**config.mk**
```make
export PLATFORM = sky130hd
export DESIGN_NAME = detection_confirm_table
export DESIGN_NICKNAME = d
export VERILOG_FILES = /design/src/hdl/dct_pkg.sv /design/src/hdl/dct_ram.sv /design/src/hdl/dct_ctrl.sv /design/src/hdl/dct_datapath.sv /design/src/hdl/detection_confirm_table.sv
export SDC_FILE = /design/constraint.sdc
export NUM_CORES = 2
export LEC_CHECK = 0
export ABC_CLOCK_PERIOD_IN_PS = 10600
export BUFFER_PORTS_ARGS = -buffer_cell sky130_fd_sc_hd__buf_2
export CAP_MARGIN = 40
export CORE_MARGIN = 2
export CORE_UTILIZATION = 40
export CTS_CLUSTER_SIZE = 20
export DETAILED_ROUTE_END_ITERATION = 16
export GPL_ROUTABILITY_DRIVEN = 0
export HOLD_SLACK_MARGIN = 0.15
export PLACE_DENSITY = 0.61
export REMOVE_ABC_BUFFERS = 1
export SLEW_MARGIN = 20
export SYNTH_ARGS = -nofsm -noshare
export SYNTH_HDL_FRONTEND = slang
export SYNTH_SLANG_ARGS = --single-unit
export TNS_END_PERCENT = 10
```
**constraint.sdc**
```tcl
create_clock -name clk -period 10.6 [get_ports clk]
set_input_delay 2.12 -clock clk [delete_from_list [all_inputs] [get_ports clk]]
set_output_delay 2.12 -clock clk [all_outputs]
set_load 0.05 [all_outputs]
```
**src/hdl/dct_pkg.sv**
```systemverilog
// ============================================================================
// dct_pkg
// Shared types and constants for the detection confirm table.
// ============================================================================
`default_nettype none

package dct_pkg;

    localparam int COORD_W         = 16;
    localparam int HITS_W          = 16;
    localparam int TOTAL_W         = 16;
    localparam int WIN_W           = 13;
    localparam int THR_W           = 16;
    localparam int CFG_DATA_W      = 16;
    localparam int CFG_IDX_W       = 1;
    localparam int TABLE_DEPTH_DEF = 32;

    localparam logic [WIN_W-1:0] WIN_RESET = WIN_W'(500);
    localparam logic [THR_W-1:0] THR_RESET = THR_W'(4);

    localparam logic [CFG_IDX_W-1:0] CFG_WINDOW_SIDE       = CFG_IDX_W'(0);
    localparam logic [CFG_IDX_W-1:0] CFG_CONFIRM_THRESHOLD = CFG_IDX_W'(1);

    typedef struct packed {
        logic signed [COORD_W-1:0] point_x;
        logic signed [COORD_W-1:0] point_y;
        logic                      point_valid;
        logic                      frame_end;
    } det_t;

    typedef struct packed {
        logic signed [COORD_W-1:0] out_x;
        logic signed [COORD_W-1:0] out_y;
        logic                      is_point;
        logic                      last;
        logic [TOTAL_W-1:0]        confirmed_total;
        logic                      table_overflow;
    } rpt_t;

    typedef struct packed {
        logic signed [COORD_W-1:0] x;
        logic signed [COORD_W-1:0] y;
        logic [HITS_W-1:0]         hits;
        logic                      reported;
    } entry_t;

    typedef struct packed {
        logic accept;
        logic match_step;
        logic append;
        logic commit;
        logic rpt_read;
        logic rpt_check;
        logic close;
    } dp_cmd_t;

    typedef struct packed {
        logic has_point;
        logic frame_end;
        logic match_done;
        logic rpt_more;
        logic rpt_qual;
        logic out_free;
    } dp_sts_t;

endpackage

`default_nettype wire

```
**src/hdl/dct_ram.sv**
```systemverilog
// ============================================================================
// dct_ram
// Generic single write port RAM with registered read.
// ============================================================================
`default_nettype none

module dct_ram #(
    parameter int WIDTH = 8,
    parameter int DEPTH = 32,
    parameter int AW    = (DEPTH > 1) ? $clog2(DEPTH) : 1
) (
    input  wire logic             clk,
    input  wire logic             we,
    input  wire logic [AW-1:0]    waddr,
    input  wire logic [WIDTH-1:0] wdata,
    input  wire logic             re,
    input  wire logic [AW-1:0]    raddr,
    output logic      [WIDTH-1:0] rdata
);

    logic [WIDTH-1:0] mem [DEPTH];

    always_ff @(posedge clk)
    begin
        if (we)
        begin
            mem[waddr] <= wdata;
        end
        if (re)
        begin
            rdata <= mem[raddr];
        end
    end

endmodule

`default_nettype wire

```
**src/hdl/dct_ctrl.sv**
```systemverilog
// ============================================================================
// dct_ctrl
// Sequencer: match scan, append, commit, report scan, closing record.
// ============================================================================
`default_nettype none

module dct_ctrl
    import dct_pkg::*;
(
    input  wire logic    clk,
    input  wire logic    rst_n,
    input  wire logic    det_valid,
    output logic         det_ready,
    input  wire dp_sts_t sts,
    output dp_cmd_t      cmd
);

    typedef enum logic [7:0] {
        ST_IDLE     = 8'b0000_0001,
        ST_DISPATCH = 8'b0000_0010,
        ST_MATCH    = 8'b0000_0100,
        ST_APPEND   = 8'b0000_1000,
        ST_COMMIT   = 8'b0001_0000,
        ST_RREAD    = 8'b0010_0000,
        ST_RCHK     = 8'b0100_0000,
        ST_CLOSE    = 8'b1000_0000
    } state_t;

    state_t state_reg, state_next;

    always_ff @(posedge clk or negedge rst_n)
    begin
        if (!rst_n)
        begin
            state_reg <= ST_IDLE;
        end
        else
        begin
            state_reg <= state_next;
        end
    end

    always_comb
    begin
        state_next = state_reg;
        cmd        = '0;
        det_ready  = 1'b0;
        case (state_reg)
            ST_IDLE:
            begin
                det_ready  = 1'b1;
                cmd.accept = det_valid;
                if (det_valid)
                begin
                    state_next = ST_DISPATCH;
                end
            end
            ST_DISPATCH:
            begin
                if (sts.has_point)
                begin
                    state_next = ST_MATCH;
                end
                else if (sts.frame_end)
                begin
                    state_next = ST_COMMIT;
                end
                else
                begin
                    state_next = ST_IDLE;
                end
            end
            ST_MATCH:
            begin
                cmd.match_step = 1'b1;
                if (sts.match_done)
                begin
                    state_next = ST_APPEND;
                end
            end
            ST_APPEND:
            begin
                cmd.append = 1'b1;
                state_next = sts.frame_end ? ST_COMMIT : ST_IDLE;
            end
            ST_COMMIT:
            begin
                cmd.commit = 1'b1;
                state_next = ST_RREAD;
            end
            ST_RREAD:
            begin
                if (sts.rpt_more)
                begin
                    cmd.rpt_read = 1'b1;
                    state_next   = ST_RCHK;
                end
                else
                begin
                    state_next = ST_CLOSE;
                end
            end
            ST_RCHK:
            begin
                cmd.rpt_check = 1'b1;
                if (!sts.rpt_qual || sts.out_free)
                begin
                    state_next = ST_RREAD;
                end
            end
            ST_CLOSE:
            begin
                cmd.close = 1'b1;
                if (sts.out_free)
                begin
                    state_next = ST_IDLE;
                end
            end
            default:
            begin
                state_next = ST_IDLE;
            end
        endcase
    end

endmodule

`default_nettype wire

```
**src/hdl/dct_datapath.sv**
```systemverilog
// ============================================================================
// dct_datapath
// Entry table, window compare, counters, config and output register.
// ============================================================================
`default_nettype none

module dct_datapath
    import dct_pkg::*;
#(
    parameter int TABLE_DEPTH = TABLE_DEPTH_DEF
) (
    input  wire logic                  clk,
    input  wire logic                  rst_n,
    input  wire dp_cmd_t               cmd,
    output dp_sts_t                    sts,
    input  wire det_t                  det_data,
    input  wire logic                  cfg_valid,
    input  wire logic [CFG_IDX_W-1:0]  cfg_index,
    input  wire logic [CFG_DATA_W-1:0] cfg_data,
    output logic                       rpt_valid,
    input  wire logic                  rpt_ready,
    output rpt_t                       rpt_data
);

    localparam int AW    = (TABLE_DEPTH > 1) ? $clog2(TABLE_DEPTH) : 1;
    localparam int CNT_W = $clog2(TABLE_DEPTH + 1);
    localparam int DW    = COORD_W + 2;
    localparam int EW    = $bits(entry_t);

    // item and scan state
    logic signed [COORD_W-1:0] px_reg, py_reg;
    logic                      pv_reg, fe_reg;
    logic [CNT_W-1:0]          rd_idx_reg;
    logic [AW-1:0]             chk_idx_reg;
    logic                      chk_vld_reg;
    logic                      hit_reg;
    logic [CNT_W-1:0]          entry_count_reg;
    logic [CNT_W-1:0]          committed_count_reg;
    logic [TOTAL_W-1:0]        total_reg;
    logic                      ovf_reg;
    logic [WIN_W-1:0]          win_reg;
    logic [THR_W-1:0]          thr_reg;
    logic                      out_valid_reg;
    rpt_t                      out_data_reg;

    logic                      ram_we, ram_re;
    logic [AW-1:0]             ram_waddr, ram_raddr;
    entry_t                    ram_wdata;
    logic [EW-1:0]             ram_rdata;
    entry_t                    rd_entry;

    logic signed [DW-1:0]      dx, dy, h_s;
    logic                      in_win;
    logic                      rd_more;
    logic                      room;
    logic                      qual;
    logic                      out_free;
    logic [HITS_W-1:0]         hits_inc;
    logic [TOTAL_W-1:0]        total_inc;
    logic                      emit_pt;
    logic                      emit_close;

    dct_ram #(
        .WIDTH (EW),
        .DEPTH (TABLE_DEPTH),
        .AW    (AW)
    ) u_ram (
        .clk   (clk),
        .we    (ram_we),
        .waddr (ram_waddr),
        .wdata (ram_wdata),
        .re    (ram_re),
        .raddr (ram_raddr),
        .rdata (ram_rdata)
    );

    assign rd_entry = entry_t'(ram_rdata);

    assign h_s    = signed'(DW'(win_reg >> 1));
    assign dx     = DW'(px_reg) - DW'(rd_entry.x);
    assign dy     = DW'(py_reg) - DW'(rd_entry.y);
    assign in_win = (dx >= -h_s) && (dx < h_s) && (dy >= -h_s) && (dy < h_s);

    assign hits_inc  = (rd_entry.hits == '1) ? rd_entry.hits : rd_entry.hits + 1'b1;
    assign total_inc = (total_reg == '1) ? total_reg : total_reg + 1'b1;

    assign rd_more  = rd_idx_reg < committed_count_reg;
    assign room     = entry_count_reg < CNT_W'(TABLE_DEPTH);
    assign qual     = (rd_entry.hits >= thr_reg) && !rd_entry.reported;
    assign out_free = !out_valid_reg || rpt_ready;

    assign emit_pt    = cmd.rpt_check && qual && out_free;
    assign emit_close = cmd.close && out_free;

    assign sts.has_point  = pv_reg;
    assign sts.frame_end  = fe_reg;
    assign sts.match_done = !rd_more && !chk_vld_reg;
    assign sts.rpt_more   = rd_more;
    assign sts.rpt_qual   = qual;
    assign sts.out_free   = out_free;

    assign rpt_valid = out_valid_reg;
    assign rpt_data  = out_data_reg;

    always_comb
    begin
        ram_we    = 1'b0;
        ram_waddr = chk_idx_reg;
        ram_wdata = rd_entry;
        ram_re    = 1'b0;
        ram_raddr = rd_idx_reg[AW-1:0];
        if (cmd.match_step)
        begin
            ram_re = rd_more;
            if (chk_vld_reg && in_win)
            begin
                ram_we         = 1'b1;
                ram_wdata.hits = hits_inc;
            end
        end
        if (cmd.append && !hit_reg && room)
        begin
            ram_we             = 1'b1;
            ram_waddr          = entry_count_reg[AW-1:0];
            ram_wdata.x        = px_reg;
            ram_wdata.y        = py_reg;
            ram_wdata.hits     = HITS_W'(1);
            ram_wdata.reported = 1'b0;
        end
        if (cmd.rpt_read)
        begin
            ram_re = 1'b1;
        end
        if (emit_pt)
        begin
            ram_we             = 1'b1;
            ram_waddr          = rd_idx_reg[AW-1:0];
            ram_wdata.reported = 1'b1;
        end
    end

    always_ff @(posedge clk or negedge rst_n)
    begin
        if (!rst_n)
        begin
            pv_reg              <= 1'b0;
            fe_reg              <= 1'b0;
            rd_idx_reg          <= '0;
            chk_idx_reg         <= '0;
            chk_vld_reg         <= 1'b0;
            hit_reg             <= 1'b0;
            entry_count_reg     <= '0;
            committed_count_reg <= '0;
            total_reg           <= '0;
            ovf_reg             <= 1'b0;
            win_reg             <= WIN_RESET;
            thr_reg             <= THR_RESET;
            out_valid_reg       <= 1'b0;
        end
        else
        begin
            if (cfg_valid)
            begin
                case (cfg_index)
                    CFG_WINDOW_SIDE:       win_reg <= cfg_data[WIN_W-1:0];
                    CFG_CONFIRM_THRESHOLD: thr_reg <= cfg_data[THR_W-1:0];
                    default:               ;
                endcase
            end

            if (cmd.accept)
            begin
                pv_reg      <= det_data.point_valid;
                fe_reg      <= det_data.frame_end;
                rd_idx_reg  <= '0;
                chk_vld_reg <= 1'b0;
                hit_reg     <= 1'b0;
            end

            if (cmd.match_step)
            begin
                chk_vld_reg <= rd_more;
                chk_idx_reg <= rd_idx_reg[AW-1:0];
                if (rd_more)
                begin
                    rd_idx_reg <= rd_idx_reg + 1'b1;
                end
                if (chk_vld_reg && in_win)
                begin
                    hit_reg <= 1'b1;
                end
            end

            if (cmd.append && !hit_reg)
            begin
                if (room)
                begin
                    entry_count_reg <= entry_count_reg + 1'b1;
                end
                else
                begin
                    ovf_reg <= 1'b1;
                end
            end

            if (cmd.commit)
            begin
                committed_count_reg <= entry_count_reg;
                rd_idx_reg          <= '0;
            end

            if (cmd.rpt_check && (!qual || out_free))
            begin
                rd_idx_reg <= rd_idx_reg + 1'b1;
            end

            if (emit_pt)
            begin
                total_reg <= total_inc;
            end

            if (emit_pt || emit_close)
            begin
                out_valid_reg <= 1'b1;
            end
            else if (rpt_ready)
            begin
                out_valid_reg <= 1'b0;
            end
        end
    end

    always_ff @(posedge clk)
    begin
        if (cmd.accept)
        begin
            px_reg <= det_data.point_x;
            py_reg <= det_data.point_y;
        end
        if (emit_pt)
        begin
            out_data_reg.out_x           <= rd_entry.x;
            out_data_reg.out_y           <= rd_entry.y;
            out_data_reg.is_point        <= 1'b1;
            out_data_reg.last            <= 1'b0;
            out_data_reg.confirmed_total <= total_inc;
            out_data_reg.table_overflow  <= ovf_reg;
        end
        else if (emit_close)
        begin
            out_data_reg.out_x           <= '0;
            out_data_reg.out_y           <= '0;
            out_data_reg.is_point        <= 1'b0;
            out_data_reg.last            <= 1'b1;
            out_data_reg.confirmed_total <= total_reg;
            out_data_reg.table_overflow  <= ovf_reg;
        end
    end

endmodule

`default_nettype wire

```
**src/hdl/detection_confirm_table.sv**
```systemverilog
// ============================================================================
// detection_confirm_table
// Confirms detected points that recur across frames and reports them.
// ============================================================================
//  channel | handshake             | payload
//  --------+-----------------------+-------------------------------
//  det     | det_valid/det_ready   | det_data  (dct_pkg::det_t)
//  rpt     | rpt_valid/rpt_ready   | rpt_data  (dct_pkg::rpt_t)
//  cfg     | cfg_valid/cfg_ready   | cfg_index, cfg_data
//
//  An item is accepted and dispatched; with a point, the committed entries
//  are read one per cycle through the single RAM read port and matched.
//  A frame end adds commit, a report scan that reads and checks each
//  committed entry, scan end and the closing record.
//  Output stalls hold the report scan and the closing record.
//  After reset the table is empty; cfg writes are taken every cycle.
// ============================================================================
`default_nettype none

module detection_confirm_table
    import dct_pkg::*;
#(
    parameter int TABLE_DEPTH = TABLE_DEPTH_DEF
) (
    input  wire logic                  clk,
    input  wire logic                  rst_n,
    input  wire logic                  det_valid,
    output logic                       det_ready,
    input  wire det_t                  det_data,
    output logic                       rpt_valid,
    input  wire logic                  rpt_ready,
    output rpt_t                       rpt_data,
    input  wire logic                  cfg_valid,
    output logic                       cfg_ready,
    input  wire logic [CFG_IDX_W-1:0]  cfg_index,
    input  wire logic [CFG_DATA_W-1:0] cfg_data
);

    dp_cmd_t cmd;
    dp_sts_t sts;

    assign cfg_ready = 1'b1;

    dct_ctrl u_ctrl (
        .clk       (clk),
        .rst_n     (rst_n),
        .det_valid (det_valid),
        .det_ready (det_ready),
        .sts       (sts),
        .cmd       (cmd)
    );

    dct_datapath #(
        .TABLE_DEPTH (TABLE_DEPTH)
    ) u_dp (
        .clk       (clk),
        .rst_n     (rst_n),
        .cmd       (cmd),
        .sts       (sts),
        .det_data  (det_data),
        .cfg_valid (cfg_valid),
        .cfg_index (cfg_index),
        .cfg_data  (cfg_data),
        .rpt_valid (rpt_valid),
        .rpt_ready (rpt_ready),
        .rpt_data  (rpt_data)
    );

endmodule

`default_nettype wire

```
======== After elaboration in Yosys (flattened, before gate mapping) ========
Memory sizes are Yosys's and may differ from the RTL's. A register that Yosys moved wholly into a read port is not among the register bits.
Cells that the tools add are included.
word-level totals
  RAM bits ................................ 1568
  output and inout port bits .............. 54
  logic and storage cells ................. 129
  bits of input ports ..................... 56
  register bits after elaboration ......... 165
  memories ................................ 1
  latch bits .............................. 0
  memory bits (read-only) ................. 0
cells by class
  shift-type cells ........................ 0
  reduce and logical (&&, ||, !) cells .... 29
  multiply operators ...................... 0
  bitwise gates (word level) .............. 2
  div/mod/pow operators ................... 0
  add/sub/neg operators ................... 7
  equal/unequal tests ..................... 14
  mux-type cells .......................... 47
  $lt $le $gt $ge ......................... 7
memories
  memory          words  width  rd ports  clocked after memory_dff  write ports  line           text
  u_dp.u_ram.mem  32     49     1         1                         1            dct_ram.sv:21  logic [WIDTH-1:0] mem [DEPTH];
operator list
  cell                                                  number
  2-to-1 mux 51 bit                                     2
  2-to-1 mux 16 bit                                     4
  case mux 8 bit (8 select lines)                       1
  2-to-1 mux 49 bit                                     1
  2-to-1 mux 8 bit                                      6
  >= comparator 18 bit                                  2
  less-than comparator 18 x 13 -> 1 bit                 2
  subtractor 16 x 16 -> 17 bit                          2
  adder 16 x 1 -> 16 bit (second input constant)        2
  equality test 16 bit (second input constant)          2
  2-to-1 mux 6 bit                                      5
  2-to-1 mux 1 bit                                      25
  negator 12 -> 18 bit                                  1
  >= comparator 16 bit                                  1
  2-to-1 mux 5 bit                                      3
  adder 6 x 1 -> 6 bit (second input constant)          2
  logical AND 1 bit                                     12
  equality test 8 x 1 -> 1 bit (second input constant)  1
  equality test 8 x 2 -> 1 bit (second input constant)  1
  equality test 8 x 3 -> 1 bit (second input constant)  1
  equality test 8 x 4 -> 1 bit (second input constant)  1
  equality test 8 x 5 -> 1 bit (second input constant)  1
  equality test 8 x 6 -> 1 bit (second input constant)  1
  equality test 8 x 7 -> 1 bit (second input constant)  1
  11 further kinds                                      26

======== Depth between registers and ports, before layout ========
  depth after elaboration ................. 12
  gate-level depth with buffers ........... 24
  mapped depth without buffers ............ 22

======== Modules after synthesis ========
A second synthesis with hierarchy kept.
unflattened totals
  cells, all modules ...................... 4607
  area, all modules ....................... 73441.7 um2
modules (own cells, without submodules)
  module                   seq. area each (um2)  cells each  times used  area each (um2)
  dct_ram                  48556.6               3434        1           62344.8
  dct_datapath             4307.9                1119        1           10597.7
  dct_ctrl                 201.4                 52          1           488.0
  detection_confirm_table  0.0                   2           1           11.3

======== Worst setup path before layout ========
No wires, ideal clock.
  path kind ............................... register -> register
  start ................................... register u_dp.u_ram.rdata[33], read port of u_dp.u_ram.mem
  end ..................................... memory u_dp.u_ram.mem[27][0] (netlist bit), enable pin
  clock period less this slack ............ 7.921 ns
  arrival time ............................ 7.395 ns
  path buffers ............................ 1
  required time ........................... 10.073 ns
  path slack .............................. 2.679 ns
  stages on the path, launching flop included .. 22
  library setup time ...................... 0.527 ns
  path through ............................ edfxtp_1 ha_1 fa_1 nor2b_1 o31ai_2 a21oi_1 a41oi_1 nor3_1 o22a_1 inv_1 ha_1 nand3_1 nor3_1 a221oi_1 o21a_1 nand3_1 o2111ai_1 nor2_1 and3_1 buf_4 a31oi_1 nor3b_1
between the ends
  word-level cells in the longest chain between the ends .. 12
  elaborated cells on any way between the ends .. 13
  those cells by class .................... add/sub: 1; order compare: 2; mux: 6; reduce/logical: 4
ends and longest elaborated chain
  item                                                                           line                 text
  start, declared                                                                dct_ram.sv:18        output logic [WIDTH-1:0] rdata
  subtractor 16 x 16 -> 17 bit (*)                                               dct_datapath.sv:80   assign dx = DW'(px_reg) - DW'(rd_entry.x);
  >= comparator 18 bit or less-than comparator 18 x 13 -> 1 bit (tied branches)  dct_datapath.sv:82   assign in_win = (dx >= -h_s) && (dx < h_s) && (dy >= -h_s) && (dy < h_s);
  logical AND 1 bit (*) (3 in series)                                            dct_datapath.sv:82
  logical AND 1 bit (*)                                                          dct_datapath.sv:115  if (chk_vld_reg && in_win)
  2-to-1 mux 1 bit (*)                                                           dct_datapath.sv:115
  2-to-1 mux 1 bit (*)                                                           dct_datapath.sv:112  if (cmd.match_step)
  2-to-1 mux 1 bit (*)                                                           dct_datapath.sv:121  if (cmd.append && !hit_reg && room)
  2-to-1 mux 1 bit (*)                                                           dct_datapath.sv:134  if (emit_pt)
  2-to-1 mux 1 bit (*)                                                           dct_ram.sv:25        if (we)
  2-to-1 mux 1 bit (not written as such) (*)                                     dct_ram.sv:27        mem[waddr] <= wdata;
  end, declared                                                                  dct_ram.sv:21
Mark *: on every way between the ends. The rest lies on a longest branch, timed or not.

======== Worst setup path after layout ========
  start ................................... register u_dp.u_ram.rdata[17], read port of u_dp.u_ram.mem
  end ..................................... memory u_dp.u_ram.mem[20][36] (netlist bit), enable pin
between the ends
  word-level cells in the longest chain between the ends .. 11
  elaborated cells on any way between the ends .. 12
  those cells by class .................... add/sub: 1; order compare: 2; mux: 6; reduce/logical: 3
ends and longest elaborated chain
  item                                        line                 text
  subtractor 16 x 16 -> 17 bit (*)            dct_datapath.sv:81   assign dy = DW'(py_reg) - DW'(rd_entry.y);
  >= comparator 18 bit                        dct_datapath.sv:82
  logical AND 1 bit                           dct_datapath.sv:82
  logical AND 1 bit (*)                       dct_datapath.sv:82
  logical AND 1 bit (*)                       dct_datapath.sv:115
  2-to-1 mux 1 bit (*)                        dct_datapath.sv:115
  2-to-1 mux 1 bit (*)                        dct_datapath.sv:112
  2-to-1 mux 1 bit (*)                        dct_datapath.sv:121
  2-to-1 mux 1 bit (*)                        dct_datapath.sv:134
  2-to-1 mux 1 bit (*)                        dct_ram.sv:25
  2-to-1 mux 1 bit (not written as such) (*)  dct_ram.sv:27
Marked as above.

==> metrics.md <==
| Metric | Value |
|---|---|
| Register area share after synthesis | `74.0%` |
| Timing-limited maximum frequency | `roughly 150 MHz` |
| Cts repair resizes | `0` |
| Status | `finished, final reports clean` |
| Count of flip-flops with a built-in enable after synthesis | `1698` |
| Skew final | `between 0.03 and 0.04 ns` |
| Yosys Warn Count | `0` |
| Post-layout nets | `approximately 4000` |
| Max clock buf depth | `3` |
| Leakage power of the design | `roughly 26 nW` |
| Placeable core region | `approximately 0.18 mm^2` |
| Die extent in x | `427 um` |
| Crit path from | `u_dp.u_ram.rdata[17]$_DFFE_PP_` |
| Classification of the worst-slack hold path | `reg2reg` |
| Slew of the pin with the lowest slew margin | `0.969 ns` |
| Hold Violations, Final | `0` |
| Arrival time at the worst endpoint | `just over 7 ns` |
| Crit Path Class | `reg2reg` |
| Pin count of the biggest net entering global routing | `between 100 and 150` |
| Setup total negative slack | `0 ns` |
| Overall routing resource usage | `20.6%` |
| Leading cell type in the layout, fill and taps excluded | `sky130_fd_sc_hd__edfxtp_1` |
| Half-perimeter wire length after placement | `about 120000 um` |
| DRC viols | `0` |
| Worst Setup Start Kind | `flop` |
| Largest register by flop count | `u_dp.u_ram.mem` |
| Primary FF master, synth | `sky130_fd_sc_hd__edfxtp_1` |
| Critical Path Sink Type | `flop` |
| Clock slew at the register clock pins of the worst setup and hold paths | `0.06 ns` |
| Antenna violation net count after detailed routing | `0` |
| Share of synthesized registers carrying an async set or reset | `under 10%` |
| Final-report setup violation count | `0` |
| Share of layout cells above drive strength 1 | `between 20% and 30%` |
| Drt initial violations | `4112` |
| Number of detailed-route iterations in the first pass | `5` |
| Final Routed Wirelength | `about 190000 um` |
| Total standard cell area after synthesis | `between 0.07 and 0.08 mm^2` |
| Worst voltage drop across the vdd grid | `between 150 and 200 uV` |
| CTS root buf | `sky130_fd_sc_hd__clkbuf_16` |
| Count of buffers inserted at the top-level ports | `108` |
| Initial antenna violation count | `8` |
| Row Count | `approximately 160` |
| Wire per inst | `between 20 and 30 um` |
| Max transition margin | `35.4%` |
| RSZ-0062 raised after global routing | `no` |
| Number of flip-flops in the largest register | `about 1600` |
| Number of buffers created by CTS | `177` |
| Number of maximum-capacitance constraint violations | `0` |
| H-tree lvl count | `4` |
| Vias in the first global route | `roughly 36000` |
| Required time of the critical path | `around 11 ns` |
| Startpoint of the tightest hold check path | `u_dp.ovf_reg$_DFFE_PN0P_` |
| Number of I/O pins | `110` |
| Cells after Synth | `~3500` |
| Startpoint of the worst-slack reg-to-reg timing path | `u_dp.u_ram.rdata[17]$_DFFE_PP_` |
| CP max FO | `33` |
| Area growth from synthesis to layout | `15.2%` |
| Area enclosed by the die boundary | `about 0.18 mm^2` |
| Cell Count, Final, Fillers Out | `around 6300` |
| Number of register bits inferred by synthesis | `1781` |
| CTS sink count | `around 1800` |
| Total power density per cell area | `208 mW/mm^2` |
| Placed insts | `a little under 6000` |
| Die Height | `approximately 430 um` |
| Fin crit period | `about 6.7 ns` |
| Number of max-slew violations in the final report | `0` |
| Worst skew pair latency | `just over 0.8 ns` |
| Post-route fraction of the period consumed by the critical path | `63.2%` |
| CTS tree | `built` |
| Number of setup buffers added after CTS | `0` |
| Wire length of the first global-routing pass | `266000 um` |
| Mean Syn Cell Area | `between 20 and 25 um^2` |
| Number of hold-repair buffers added at the cts stage | `0` |
| Vias | `35955` |
| Initial Utilization | `between 40% and 50%` |
| Post-synth cell types | `72` |
| Total congestion overflow after global routing | `0` |
| Post-detailed-route via-to-cell ratio | `approximately 5.7` |
| Commonest cells after routing, fill and taps aside | `sky130_fd_sc_hd__edfxtp_1 (1698), sky130_fd_sc_hd__mux4_2 (490), sky130_fd_sc_hd__clkbuf_16 (178)` |
## stage by stage
stage	hold WS, ns	instance area, um^2	power [mW]	setup slack [ns]	utilization, %
2_1_floorplan	0.420	71100	10.9	-10.60	-
3_3_place_gp	0.434	75800	11.0	3.95	42.5
3_5_place_dp	0.448	76600	11.0	3.87	43.0
4_1_cts	0.459	82400	17.3	3.85	46.2
5_1_grt	0.470	82600	17.8	3.44	46.4
6_report	0.449	82600	17.2	3.90	46.4
## logic make-up after synthesis
| kind of cell | count (synthesis) | synth area share, % |
|---|---|---|
| xor+xnor | 51 | 0.623 |
| compound gates | 287 | 2.50 |
| buf+inv | 246 | 1.31 |
| mux | 564 | 16.5 |
| fa+ha+maj | 118 | 2.08 |
| flops | 1781 | 74.0 |
| other cells | 1 | 0.00523 |
| simple gates | 456 | 2.95 |
## synth_stat cells (4+ instances only)
cell | n | area, um^2
sky130_fd_sc_hd__a2111oi_0 | 4 | 35.0
sky130_fd_sc_hd__a211oi_1 | 11 | 82.6
sky130_fd_sc_hd__a21boi_0 | 5 | 37.5
sky130_fd_sc_hd__a21o_1 | 15 | 113
sky130_fd_sc_hd__a21oi_1 | 59 | 295
sky130_fd_sc_hd__a31oi_1 | 14 | 87.6
sky130_fd_sc_hd__and2_1 | 9 | 56.3
sky130_fd_sc_hd__and3_1 | 20 | 125
sky130_fd_sc_hd__buf_1 | 43 | 161
sky130_fd_sc_hd__clkbuf_1 | 105 | 394
sky130_fd_sc_hd__dfrtp_1 | 73 | 1830
sky130_fd_sc_hd__dfstp_2 | 8 | 210
sky130_fd_sc_hd__edfxtp_1 | 1698 | 51000
sky130_fd_sc_hd__ha_1 | 116 | 1450
sky130_fd_sc_hd__inv_1 | 94 | 353
sky130_fd_sc_hd__mux2_2 | 69 | 777
sky130_fd_sc_hd__mux2i_1 | 5 | 50.1
sky130_fd_sc_hd__mux4_2 | 490 | 11000
sky130_fd_sc_hd__nand2_1 | 164 | 616
sky130_fd_sc_hd__nand2b_1 | 18 | 113
sky130_fd_sc_hd__nand3_1 | 34 | 170
sky130_fd_sc_hd__nand4_1 | 18 | 113
sky130_fd_sc_hd__nand4b_1 | 4 | 35.0
sky130_fd_sc_hd__nor2_1 | 123 | 462
sky130_fd_sc_hd__nor2b_1 | 14 | 87.6
sky130_fd_sc_hd__nor3_1 | 17 | 85.1
sky130_fd_sc_hd__nor3b_1 | 6 | 45.0
sky130_fd_sc_hd__nor4_1 | 5 | 31.3
sky130_fd_sc_hd__o211ai_1 | 9 | 67.6
sky130_fd_sc_hd__o21a_1 | 8 | 60.1
sky130_fd_sc_hd__o21ai_0 | 107 | 536
sky130_fd_sc_hd__o31ai_1 | 13 | 97.6
sky130_fd_sc_hd__or3_1 | 8 | 50.1
sky130_fd_sc_hd__or4_1 | 8 | 60.1
sky130_fd_sc_hd__xnor2_1 | 38 | 333
sky130_fd_sc_hd__xor2_1 | 13 | 114
## final timing paths
path | slack [ns] | cells after the start | to
setup reg to reg | 3.90 | 20 | u_dp.u_ram.mem[20][36]$_DFFE_PP_
max in group asynchronous | 8.44 | 3 | u_dp.thr_reg[2]$_DFFE_PN1P_
hold reg to reg | 0.45 | 1 | u_dp.ovf_reg$_DFFE_PN0P_
setup / recovery | 3.90 | 20 | u_dp.u_ram.mem[20][36]$_DFFE_PP_
hold / removal | 0.45 | 1 | u_dp.ovf_reg$_DFFE_PN0P_
min in group asynchronous | 1.24 | 1 | u_dp.total_reg[14]$_DFFE_PN0P_
## power breakdown
part           internal [mW]  total (mW)  leakage [nW]  switching [mW]
clock                   3.60        6.27          2.84            2.67
sequential              8.01        8.11          16.3          0.0972
combinational           1.25        2.78          7.22            1.53
## critical path, stage by stage, from the launching register on
cell,delay [ns]
sky130_fd_sc_hd__edfxtp_1,0.41
sky130_fd_sc_hd__ha_1,0.24
sky130_fd_sc_hd__fa_1,0.40
sky130_fd_sc_hd__nand2b_1,0.18
sky130_fd_sc_hd__a21oi_1,0.27
sky130_fd_sc_hd__o31ai_2,0.14
sky130_fd_sc_hd__o311ai_1,0.42
sky130_fd_sc_hd__nand2_1,0.10
sky130_fd_sc_hd__a31oi_1,0.32
sky130_fd_sc_hd__inv_1,0.12
sky130_fd_sc_hd__ha_1,0.24
sky130_fd_sc_hd__a2111oi_0,0.33
sky130_fd_sc_hd__o21ai_0,0.13
sky130_fd_sc_hd__a21oi_1,0.21
sky130_fd_sc_hd__mux2i_1,0.13
sky130_fd_sc_hd__nor2_1,0.15
sky130_fd_sc_hd__and3_1,0.61
sky130_fd_sc_hd__a22oi_2,0.17
sky130_fd_sc_hd__buf_4,0.28
sky130_fd_sc_hd__nor2_4,0.65
sky130_fd_sc_hd__buf_4,0.76
## per-layer routing
layer / vias up / track usage (%) / routed length (um)
met4: 6 / 6.65 / 5860
met3: 260 / 3.58 / 12800
li1: 15022 / - / -
met2: 1397 / 33.1 / 90600
met5: - / 0 / 49
met1: 19270 / 28.6 / 77800
## final cells by class
type | instances | area (um^2)
Fill cell | 14630 | 95600
Timing Repair Buffer | 252 | 2340
Tap cell | 2355 | 2950
Inverter | 94 | 360
Clock buffer | 219 | 4650
Sequential cell | 1781 | 53100
Multi-Input combinational cell | 1477 | 18100
Antenna cell | 1 | 2.50
Clock inverter | 107 | 1160
Note: power is estimated with default switching activity, not from simulation.
